$ cat src/fr_pkg.sv
package fr_pkg;

  localparam logic [1:0] FT_UNFRAG = 2'd0;
  localparam logic [1:0] FT_FIRST  = 2'd1;
  localparam logic [1:0] FT_LATER  = 2'd2;

  localparam logic [2:0] ST_OK       = 3'd0;
  localparam logic [2:0] ST_PROTOCOL = 3'd1;
  localparam logic [2:0] ST_TOO_BIG  = 3'd2;
  localparam logic [2:0] ST_IGNORED  = 3'd3;
  localparam logic [2:0] ST_OVERFLOW = 3'd4;

  localparam int unsigned QUEUE_DEPTH = 2;

  typedef struct packed {
    logic [7:0]  proto_id;
    logic [1:0]  frame_type;
    logic [7:0]  frag_id;
    logic [63:0] sender_addr;
    logic [7:0]  frag_offset;
    logic [7:0]  frag_length;
    logic [7:0]  msg_length;
    logic [7:0]  frame_length;
    logic [7:0]  data_byte;
    logic        first_byte;
    logic        last_byte;
  } fr_in_t;

  typedef struct packed {
    logic       write_enable;
    logic [7:0] write_address;
    logic [7:0] write_data;
    logic       message_done;
    logic [2:0] status;
  } fr_out_t;

  // classified byte handed from front to back
  typedef struct packed {
    logic       ok;
    logic [2:0] status;
    logic [1:0] frame_type;
    logic [7:0] position;
    logic [7:0] frame_length;
    logic [7:0] frag_length;
    logic [7:0] frag_offset;
    logic [7:0] data_byte;
    logic       done;
  } fr_class_t;

endpackage

$ cat src/fr_front.sv
module fr_front import fr_pkg::*; #(
  parameter int unsigned MESSAGE_BYTES = 128
) (
  input  logic      clk_i,
  input  logic      rst_ni,
  input  logic      cfg_we_i,
  input  logic [7:0] cfg_data_i,
  input  logic      accept_i,
  input  fr_in_t    item_i,
  output fr_class_t class_o
);

  logic [7:0]  dispatch_q, dispatch_d;
  logic [7:0]  held_id_q, held_id_d;
  logic [63:0] held_sender_q, held_sender_d;
  logic [8:0]  remaining_q, remaining_d;
  logic [7:0]  position_q, position_d;
  logic        accepted_q, accepted_d;
  logic        active_q, active_d;

  logic [7:0] pos;
  logic [2:0] judge;
  logic [2:0] status;
  logic [8:0] flen9;
  logic       ok;
  logic       done;

  always_comb begin
    if (item_i.proto_id != dispatch_q) begin
      judge = ST_PROTOCOL;
    end else if ({1'b0, item_i.frame_length} > 9'(MESSAGE_BYTES)) begin
      judge = ST_TOO_BIG;
    end else if (item_i.frame_type == 2'd3) begin
      judge = ST_IGNORED;
    end else begin
      judge = ST_OK;
    end
  end

  always_comb begin
    pos           = item_i.first_byte ? 8'd0 : position_q;
    flen9         = {1'b0, item_i.frag_length};
    held_id_d     = held_id_q;
    held_sender_d = held_sender_q;
    remaining_d   = remaining_q;
    active_d      = active_q;
    accepted_d    = accepted_q;
    status        = ST_OK;
    done          = 1'b0;

    if (item_i.first_byte) begin
      status = judge;
      if (judge == ST_OK) begin
        unique case (item_i.frame_type)
          FT_UNFRAG: begin
            active_d = 1'b0;
          end
          FT_FIRST: begin
            held_id_d     = item_i.frag_id;
            held_sender_d = item_i.sender_addr;
            if (item_i.frag_length <= item_i.msg_length) begin
              remaining_d = {1'b0, item_i.msg_length} - flen9;
              active_d    = 1'b1;
            end else begin
              remaining_d = 9'd0;
              active_d    = 1'b0;
              status      = ST_IGNORED;
            end
          end
          default: begin
            if (active_q && item_i.frag_id == held_id_q
                && item_i.sender_addr == held_sender_q) begin
              if (flen9 <= remaining_q) begin
                remaining_d = remaining_q - flen9;
              end else begin
                remaining_d = 9'd0;
                active_d    = 1'b0;
                status      = ST_IGNORED;
              end
            end else begin
              status = ST_IGNORED;
            end
          end
        endcase
      end
      accepted_d = (status == ST_OK);
    end else if (!accepted_q) begin
      status = (judge == ST_OK) ? ST_IGNORED : judge;
    end

    ok = accepted_d && (status == ST_OK);
    if (ok && item_i.last_byte) begin
      if (item_i.frame_type == FT_UNFRAG) begin
        done = 1'b1;
      end else if (active_d && remaining_d == 9'd0) begin
        done     = 1'b1;
        active_d = 1'b0;
      end
    end

    if (item_i.last_byte) begin
      position_d = 8'd0;
      accepted_d = 1'b0;
    end else begin
      position_d = (pos != 8'd255) ? pos + 8'd1 : 8'd255;
    end

    dispatch_d = cfg_we_i ? cfg_data_i : dispatch_q;
  end

  always_comb begin
    class_o.ok           = ok;
    class_o.status       = status;
    class_o.frame_type   = item_i.frame_type;
    class_o.position     = pos;
    class_o.frame_length = item_i.frame_length;
    class_o.frag_length  = item_i.frag_length;
    class_o.frag_offset  = item_i.frag_offset;
    class_o.data_byte    = item_i.data_byte;
    class_o.done         = done;
  end

  always_ff @(posedge clk_i or negedge rst_ni) begin
    if (!rst_ni) begin
      dispatch_q    <= '0;
      held_id_q     <= '0;
      held_sender_q <= '0;
      remaining_q   <= '0;
      position_q    <= '0;
      accepted_q    <= 1'b0;
      active_q      <= 1'b0;
    end else begin
      dispatch_q <= dispatch_d;
      if (accept_i) begin
        held_id_q     <= held_id_d;
        held_sender_q <= held_sender_d;
        remaining_q   <= remaining_d;
        position_q    <= position_d;
        accepted_q    <= accepted_d;
        active_q      <= active_d;
      end
    end
  end

endmodule

$ cat src/fr_queue.sv
module fr_queue import fr_pkg::*; (
  input  logic      clk_i,
  input  logic      rst_ni,
  input  logic      push_i,
  input  fr_class_t class_i,
  output logic      full_o,
  input  logic      pop_i,
  output logic      valid_o,
  output fr_class_t class_o
);

  localparam int unsigned PtrW = $clog2(QUEUE_DEPTH);

  fr_class_t            mem_q [QUEUE_DEPTH];
  logic [PtrW-1:0]      wr_ptr_q, wr_ptr_d;
  logic [PtrW-1:0]      rd_ptr_q, rd_ptr_d;
  logic [PtrW:0]        count_q, count_d;
  logic                 do_push, do_pop;

  assign full_o  = (count_q == (PtrW+1)'(QUEUE_DEPTH));
  assign valid_o = (count_q != '0);
  assign class_o = mem_q[rd_ptr_q];
  assign do_push = push_i && !full_o;
  assign do_pop  = pop_i && valid_o;

  always_comb begin
    wr_ptr_d = wr_ptr_q;
    rd_ptr_d = rd_ptr_q;
    count_d  = count_q;
    if (do_push) begin
      wr_ptr_d = (wr_ptr_q == PtrW'(QUEUE_DEPTH - 1)) ? '0 : wr_ptr_q + PtrW'(1);
    end
    if (do_pop) begin
      rd_ptr_d = (rd_ptr_q == PtrW'(QUEUE_DEPTH - 1)) ? '0 : rd_ptr_q + PtrW'(1);
    end
    case ({do_push, do_pop})
      2'b10:   count_d = count_q + (PtrW+1)'(1);
      2'b01:   count_d = count_q - (PtrW+1)'(1);
      default: count_d = count_q;
    endcase
  end

  always_ff @(posedge clk_i) begin
    if (do_push) begin
      mem_q[wr_ptr_q] <= class_i;
    end
  end

  always_ff @(posedge clk_i or negedge rst_ni) begin
    if (!rst_ni) begin
      wr_ptr_q <= '0;
      rd_ptr_q <= '0;
      count_q  <= '0;
    end else begin
      wr_ptr_q <= wr_ptr_d;
      rd_ptr_q <= rd_ptr_d;
      count_q  <= count_d;
    end
  end

endmodule

$ cat src/fr_back.sv
module fr_back import fr_pkg::*; #(
  parameter int unsigned MESSAGE_BYTES = 128,
  parameter int unsigned HEADER_BYTES  = 8
) (
  input  logic      clk_i,
  input  logic      rst_ni,
  input  logic      q_valid_i,
  input  fr_class_t class_i,
  output logic      pop_o,
  output logic      out_valid_o,
  input  logic      out_stall_i,
  output fr_out_t   out_data_o
);

  logic    valid_q, valid_d;
  fr_out_t data_q, data_d;
  logic    take;
  logic    in_span;
  logic [8:0] target;
  logic [8:0] span_end;
  logic [8:0] pos9;

  assign take  = !valid_q || !out_stall_i;
  assign pop_o = take && q_valid_i;

  always_comb begin
    pos9     = {1'b0, class_i.position};
    span_end = 9'(HEADER_BYTES) + {1'b0, class_i.frag_length};
    in_span  = 1'b0;
    target   = pos9;
    unique case (class_i.frame_type)
      FT_UNFRAG: in_span = class_i.position < class_i.frame_length;
      FT_FIRST:  in_span = pos9 < span_end;
      FT_LATER: begin
        in_span = (pos9 >= 9'(HEADER_BYTES)) && (pos9 < span_end);
        target  = {1'b0, class_i.frag_offset} + pos9;
      end
      default:   in_span = 1'b0;
    endcase

    data_d.write_enable  = 1'b0;
    data_d.write_address = 8'd0;
    data_d.write_data    = class_i.data_byte;
    data_d.message_done  = class_i.done;
    data_d.status        = class_i.status;
    if (class_i.ok && in_span) begin
      if (target < 9'(MESSAGE_BYTES)) begin
        data_d.write_enable  = 1'b1;
        data_d.write_address = target[7:0];
      end else begin
        data_d.status = ST_OVERFLOW;
      end
    end
    valid_d = take ? q_valid_i : valid_q;
  end

  always_ff @(posedge clk_i) begin
    if (pop_o) begin
      data_q <= data_d;
    end
  end

  always_ff @(posedge clk_i or negedge rst_ni) begin
    if (!rst_ni) begin
      valid_q <= 1'b0;
    end else begin
      valid_q <= valid_d;
    end
  end

  assign out_valid_o = valid_q;
  assign out_data_o  = data_q;

endmodule

$ cat src/fragment_reassembler.sv
// channel   direction  handshake                    payload
// in        input      in_valid_i / in_stall_o      in_data_i  (fr_in_t)
// out       output     out_valid_o / out_stall_i    out_data_o (fr_out_t)
// cfg       input      cfg_we_i                     cfg_data_i (dispatch value)
//
// one byte per clock sustained while out_stall_i is low; a byte's result passes the
// queue entry and then the output register before it is on the outputs
// the front classifies and updates frame state in the accept cycle; the back forms
// the write in the output register
// a two-entry queue separates them; in_stall_o rises only when the queue is full
// reset clears the dispatch value, all frame and message state, and the queue
module fragment_reassembler import fr_pkg::*; #(
  parameter int unsigned MESSAGE_BYTES = 128,
  parameter int unsigned HEADER_BYTES  = 8
) (
  input  logic       clk_i,
  input  logic       rst_ni,
  input  logic       cfg_we_i,
  input  logic [7:0] cfg_data_i,
  input  logic       in_valid_i,
  output logic       in_stall_o,
  input  fr_in_t     in_data_i,
  output logic       out_valid_o,
  input  logic       out_stall_i,
  output fr_out_t    out_data_o
);

  logic      accept;
  logic      q_full, q_valid, q_pop;
  fr_class_t front_class, back_class;

  assign in_stall_o = q_full;
  assign accept     = in_valid_i && !q_full;

  fr_front #(
    .MESSAGE_BYTES(MESSAGE_BYTES)
  ) u_front (
    .clk_i      (clk_i),
    .rst_ni     (rst_ni),
    .cfg_we_i   (cfg_we_i),
    .cfg_data_i (cfg_data_i),
    .accept_i   (accept),
    .item_i     (in_data_i),
    .class_o    (front_class)
  );

  fr_queue u_queue (
    .clk_i   (clk_i),
    .rst_ni  (rst_ni),
    .push_i  (accept),
    .class_i (front_class),
    .full_o  (q_full),
    .pop_i   (q_pop),
    .valid_o (q_valid),
    .class_o (back_class)
  );

  fr_back #(
    .MESSAGE_BYTES(MESSAGE_BYTES),
    .HEADER_BYTES (HEADER_BYTES)
  ) u_back (
    .clk_i       (clk_i),
    .rst_ni      (rst_ni),
    .q_valid_i   (q_valid),
    .class_i     (back_class),
    .pop_o       (q_pop),
    .out_valid_o (out_valid_o),
    .out_stall_i (out_stall_i),
    .out_data_o  (out_data_o)
  );

endmodule
$ cat config.mk
export PLATFORM = sky130hd
export DESIGN_NAME = fragment_reassembler
export DESIGN_NICKNAME = d
export VERILOG_FILES = /design/src/fr_pkg.sv /design/src/fr_front.sv /design/src/fr_queue.sv /design/src/fr_back.sv /design/src/fragment_reassembler.sv
export SDC_FILE = /design/constraint.sdc
export NUM_CORES = 1
export LEC_CHECK = 0
export ABC_AREA = 1
export ABC_CLOCK_PERIOD_IN_PS = 5650
export BUFFER_PORTS_ARGS = -buffer_cell sky130_fd_sc_hd__buf_2
export CORE_MARGIN = 1.5
export CORE_UTILIZATION = 32
export CTS_CLUSTER_SIZE = 40
export DETAILED_ROUTE_END_ITERATION = 8
export SLEW_MARGIN = 20
export SYNTH_ARGS = -nofsm -noshare
export SYNTH_HDL_FRONTEND = slang
export SYNTH_SLANG_ARGS = --single-unit
$ cat constraint.sdc
create_clock -name clk_i -period 5.65 [get_ports clk_i]
set_input_delay 1.13 -clock clk_i [delete_from_list [all_inputs] [get_ports clk_i]]
set_output_delay 1.13 -clock clk_i [all_outputs]
set_load 0.02 [all_outputs]
Word level (Yosys, flattened, before mapping)
Memories as Yosys holds them, arrays and structs flattened.
Index checks and enable logic that the tools add are counted.
{"block": "classes", "add_sub_neg": 9, "n_mul": 0, "n_div": 0, "order_cmp": 7, "eq_ne": 11, "shift": 0, "muxes": 45, "n_bitwise": 0, "n_reduce_logical": 25}
{"op": "equality test 64 bit", "count": 1}
{"op": "two-way mux 9 bit", "count": 7}
{"op": "two-way mux 3 bit", "count": 12}
{"op": "two-way mux 8 bit", "count": 3}
{"op": "case mux 9 bit (2 select lines)", "count": 1}
{"op": "two-way mux 1 bit", "count": 17}
{"op": "logical AND 1 bit", "count": 11}
{"op": "adder 4 x 8 -> 9 bit (first input constant)", "count": 1}
{"op": "adder 8 x 8 -> 9 bit", "count": 1}
{"op": "less-or-equal comparator 8 x 9 -> 1 bit", "count": 1}
{"op": "zero test 3 bit", "count": 3}
{"op": "zero test 9 bit", "count": 1}
{"op": "less-than comparator 8 x 9 -> 1 bit", "count": 1}
{"op": "less-than comparator 9 x 8 -> 1 bit (second input constant)", "count": 1}
{"op": "subtractor 8 x 8 -> 9 bit", "count": 1}
{"op": "subtractor 9 x 8 -> 9 bit", "count": 1}
{"op": "adder 8 x 1 -> 8 bit (second input constant)", "count": 1}
{"op": "equality test 2 bit (second input constant)", "count": 4}
{"op": "equality test 8 bit", "count": 1}
{"op": ">= comparator 8 x 4 -> 1 bit (second input constant)", "count": 1}
{"op": "greater-than comparator 8 bit (second input constant)", "count": 1}
{"op": "less-or-equal comparator 8 bit", "count": 1}
{"op": "less-than comparator 8 bit", "count": 1}
{"op": "!= test 8 bit", "count": 1}
{"op": "16 further kinds", "count": 23}
{"block": "totals", "ff_bits": 125, "latchBits": 0, "ram_bits": 94, "romBits": 0, "output_inout_bits": 23, "mem_count": 1}
{"memory": "u_queue.mem_q", "words": 2, "word_bits": 47, "read_ports": 1, "rd_ports_with_merged_regs": 0, "wr": 1, "line": "fr_queue.sv:14", "rtl": "fr_class_t mem_q [QUEUE_DEPTH];"}

Depth between registers and ports, before layout
{"block": "logic_depth", "word_depth": 14, "depth_mapped": 21, "ltp_nobuf": 21}

Cells and area by module
A second synthesis with hierarchy kept.
{"block": "hier_totals", "hier_cells": 1646, "hier_area_um2": 12752.2}
{"mod": "fr_front", "n_inst": 1, "cells_per_inst": 1169, "area_each_um2": 7419.6}
{"mod": "fr_queue", "n_inst": 1, "cells_per_inst": 277, "area_each_um2": 3638.5}
{"mod": "fr_back", "n_inst": 1, "cells_per_inst": 198, "area_each_um2": 1684.1}
{"mod": "fragment_reassembler", "n_inst": 1, "cells_per_inst": 2, "area_each_um2": 10.0}

Least setup slack after synthesis
OpenSTA, ideal clock, no wires.
{"block": "synth_path", "kind": "input to register", "start": "in in_valid_i", "end": "mem u_queue.mem_q[0][0] (netlist bit), enable pin", "arrival_ns": 3.480, "setup_slack_ns": 1.720, "stages": 3, "path_cell_list": "o21ai_1 -> clkbuf_1 -> nor2_1"}
{"block": "synth_between", "elab_chain_len": 4}
{"item": "from (decl)", "line": "fragment_reassembler.sv:20", "rtl": "input logic in_valid_i,"}
{"item": "logical AND 1 bit", "line": "fragment_reassembler.sv:33", "rtl": "assign accept = in_valid_i && !q_full;"}
{"item": "logical AND 1 bit", "line": "fr_queue.sv:23", "rtl": "assign do_push = push_i && !full_o;"}
{"item": "two-way mux 1 bit", "line": "fr_queue.sv:44", "rtl": "if (do_push) begin"}
{"item": "two-way mux 1 bit (implied by the code)", "line": "fr_queue.sv:45", "rtl": "mem_q[wr_ptr_q] <= class_i;"}
{"item": "to (decl)", "line": "fr_queue.sv:14"}
No other way between the ends.

==> metrics.md <==
| Metric | Value |
|---|---|
| Status | `completed` |
| CP Data Arrival Time | `3.98 ns` |
| # setup viols final | `0` |
| Flop pwr share | `0.375` |
| Tmin final | `3.670 ns` |
| CTS Hold Bufs | `0` |
| Worst-skew pair later-pin latency | `0.56 ns` |
| Vias in the first global route | `9,799` |
| Fin Setup TNS | `0 ns` |
| First-pass GRT wire length | `about 49,000 um` |
| Largest area contributor in the netlist | `edfxtp_1` |
| Post-synth top cells | `nand2_1 (498), inv_1 (215), nor2_1 (141)` |
| Tcrit/Tclk final | `0.6496` |
| Largest net degree at the start of global routing | `104` |
| Hold WC Path Type | `register to register` |
| Number of DRC markers in iteration 0 | `526` |
| Met3 usage | `0.04360` |
| Int Pwr | `3.654 mW` |
| Non-filler cells, final | `2,207` |
| Post-DP HPWL | `21,990 um` |
| Synth unique cells | `43` |
| Slew @ Worst Pin | `1.023 ns` |
| Worst-path fanout max | `36` |
| Power, Total | `5.570 mW` |
| Die Y | `198.3 um` |
| Switching Fraction | `0.3440` |
| Layout cell share with drive strength beyond 1 | `0.1549` |
| Unrepaired setup endpoints after global routing | `false` |
| Clk_skew | `0.01313 ns` |
| Synth Flop Type | `edfxtp_1` |
| Vias per inst | `about 4.5` |
| Core Box Area | `37,580 um2` |
| Die Span X | `198.3 um` |
| Fmax | `272.5 MHz` |
| Placed cells | `roughly 2,200` |
| Clock root buffer | `clkbuf_16` |
| Top area cells in the synthesized netlist | `edfxtp_1 (28%), dfrtp_1 (21%), nand2_1 (15%)` |
| Worst EP required | `5.96 ns` |
| P_leak | `6.864 nW` |
| PwrDens | `between 300 and 400 nW/um2` |
| Top-count cell post-synth | `nand2_1` |
| Die area | `39,340 um2` |
| Fin. Hold Viols | `0` |
| Layout area overhead | `18.68%` |
| Clk sinks | `217` |
| Final wirelength | `29,760 um` |
| Busiest grt layer | `met2` |
| Initial Util | `0.3249` |
| DRC Markers | `0` |
| Post-Syn Area | `12,210 um2` |
| R2R Setup Slk | `between 1.5 and 2 ns` |
| Post-Synthesis Cells | `1,505` |
| Startpoint Class | `register` |
| Met2 Use GR | `0.2632` |
| Post-route ant nets | `0` |
| Avg Inst Size Synth | `8.113 um2` |
| Number of flops mapped to enable cells by yosys | `113` |
| Number of port buffers | `159` |
| Pre-Repair DR Iteration Count | `4` |
| Syn. warnings | `0` |
| Initial antenna violation count | `10` |
| Fraction of registers with async set or reset after synthesis | `0.4793` |
| Worst IR Drop VDD | `0.3454 mV` |
| Slew HR | `0.3117` |
| Net Sw Power | `1.916 mW` |
| Longest Clk Path Bufs | `3` |
| Routed WL per cell | `13.48 um` |
| Syn nets | `1,686` |
| Pins Over Slew Limit | `0` |
| Number of post-CTS setup repair buffers | `0` |
| Number of max-cap violations | `0` |
| GRT overflow | `0` |
| GPL Wtd Cong | `0.8518` |
| TritonCTS clock tree | `yes` |
| Via Count | `9,979` |
| Power share of the clock group | `0.315` |
| Clock-pin slew on the worst setup and hold paths | `0.06 ns` |
| Yosys top cell area share | `0.2779` |
| CP Class | `register to register` |
| Met1 GRT Util | `0.1942` |
| Boundary pin count | `160` |
| Combinational share of power | `0.310` |
| Yosys reg bits | `217` |
| Row count | `slightly above 70` |
| GRT Overall Usage | `0.1548` |
| Final Net Count | `~1,900` |
| Cts repair resizes | `0` |
| Sequential area share after synthesis | `0.4910` |
| CTS buffer count | `27` |
| H-tree depth | `1` |
| Setup crit end kind | `register` |
-- critical path, cell delays in order, from the launching register on --
cell	delay, ns
dfrtp_1	0.32
buf_4	0.24
inv_2	0.32
or2_2	0.37
o21ai_0	0.12
inv_1	0.20
ha_1	0.39
nand2_1	0.06
o21ai_0	0.28
a21oi_1	0.10
o21ai_0	0.25
nor2_1	0.08
a21boi_0	0.17
nor2_1	0.06
a21oi_1	0.14
inv_1	0.07
nor2_1	0.16
a21oi_1	0.06
-- stage by stage --
stage          hold slack (ns)  instance area, um2  setup slack, ns  utilization
4_1_cts                 0.5024               14480            1.975       0.3853
2_1_floorplan           0.4613               12210            1.720            -
5_1_grt                 0.5291               14480            1.441       0.3853
3_5_place_dp            0.4854               13560            1.786       0.3609
3_3_place_gp            0.4767               13560            1.810       0.3609
6_report                0.4957               14490            1.980       0.3856
-- placed cells by master, fill, tap and decap left out, types with 3 or more instances in the layout --
master	n
clkbuf_16	27
nor2_1	139
o22ai_1	14
buf_2	158
nand3_1	41
xor2_1	15
edfxtp_1	113
o21ai_1	10
ha_1	41
nand3b_1	7
mux2_2	16
nand2_1	498
clkbuf_1	6
xnor2_1	18
nor3_1	6
inv_1	215
o21ai_0	100
inv_2	4
diode_2	5
dfrtp_1	104
fa_1	3
clkbuf_8	6
or2_2	14
clkinvlp_4	4
o21bai_1	3
nor2_4	9
nand2_2	3
a21oi_1	48
mux2i_1	10
buf_4	9
nand4_1	23
-- power by group through the flow --
stage,combinational [mW],clock [mW],sequential (mW)
after floorplan,1.10,0,2.22
after global placement,1.71,0,2.11
after detailed placement,1.74,0,2.12
after CTS,1.76,1.81,2.09
after global routing,1.98,1.87,2.12
final,1.73,1.76,2.09
-- state kept, by name, indices dropped and copies added (netlist names), 2 cells and up --
register,cells
u_queue.mem_q,92
u_front.held_sender_q,64
u_back.out_data_o,21
u_front.remaining_q,9
u_front.dispatch_q,8
u_front.held_id_q,8
u_front.position_q,8
u_queue.count_q,2
-- cell type report --
| class | count | area [um2] |
|---|---|---|
| Antenna cell | 5 | 12.51 |
| Clock buffer | 39 | 780.7 |
| Clock inverter | 11 | 136.4 |
| Fill cell | 3819 | 23090 |
| Inverter | 219 | 822.0 |
| Multi-Input combinational cell | 1038 | 5246 |
| Sequential cell | 217 | 5996 |
| Tap cell | 511 | 639.4 |
| Timing Repair Buffer | 167 | 858.3 |
-- worst paths after layout --
kind                                            from                        end  cells past startpoint
worst max-delay path                u_queue.rd_ptr_q       u_back.out_data_o[0]                     17
worst min-delay path            u_front.held_id_q[4]       u_front.held_id_q[4]                      2
worst max register to register      u_queue.rd_ptr_q       u_back.out_data_o[0]                     17
worst min register to register  u_front.held_id_q[4]       u_front.held_id_q[4]                      2
max in group asynchronous                     rst_ni  u_front.held_sender_q[27]                      2
min in group asynchronous                     rst_ni  u_front.held_sender_q[42]                      1
-- cell families after synthesis --
kind of cell / count (synthesis) / synth area share
compound gates: 185 / 0.08044
flops: 217 / 0.4910
simple gates: 749 / 0.2537
fa+ha+maj: 44 / 0.04693
xor+xnor: 33 / 0.02367
mux: 26 / 0.02295
buf+inv: 250 / 0.08095
other cells: 1 / 0.0003071
-- routing by layer --
metal | vias up | part of all wire
met5 | - | 0.0030
met4 | 14 | 0.020
met3 | 57 | 0.069
met2 | 219 | 0.46
met1 | 4529 | 0.45
li1 | 5160 | -
Power figures use the tool's default switching activity.
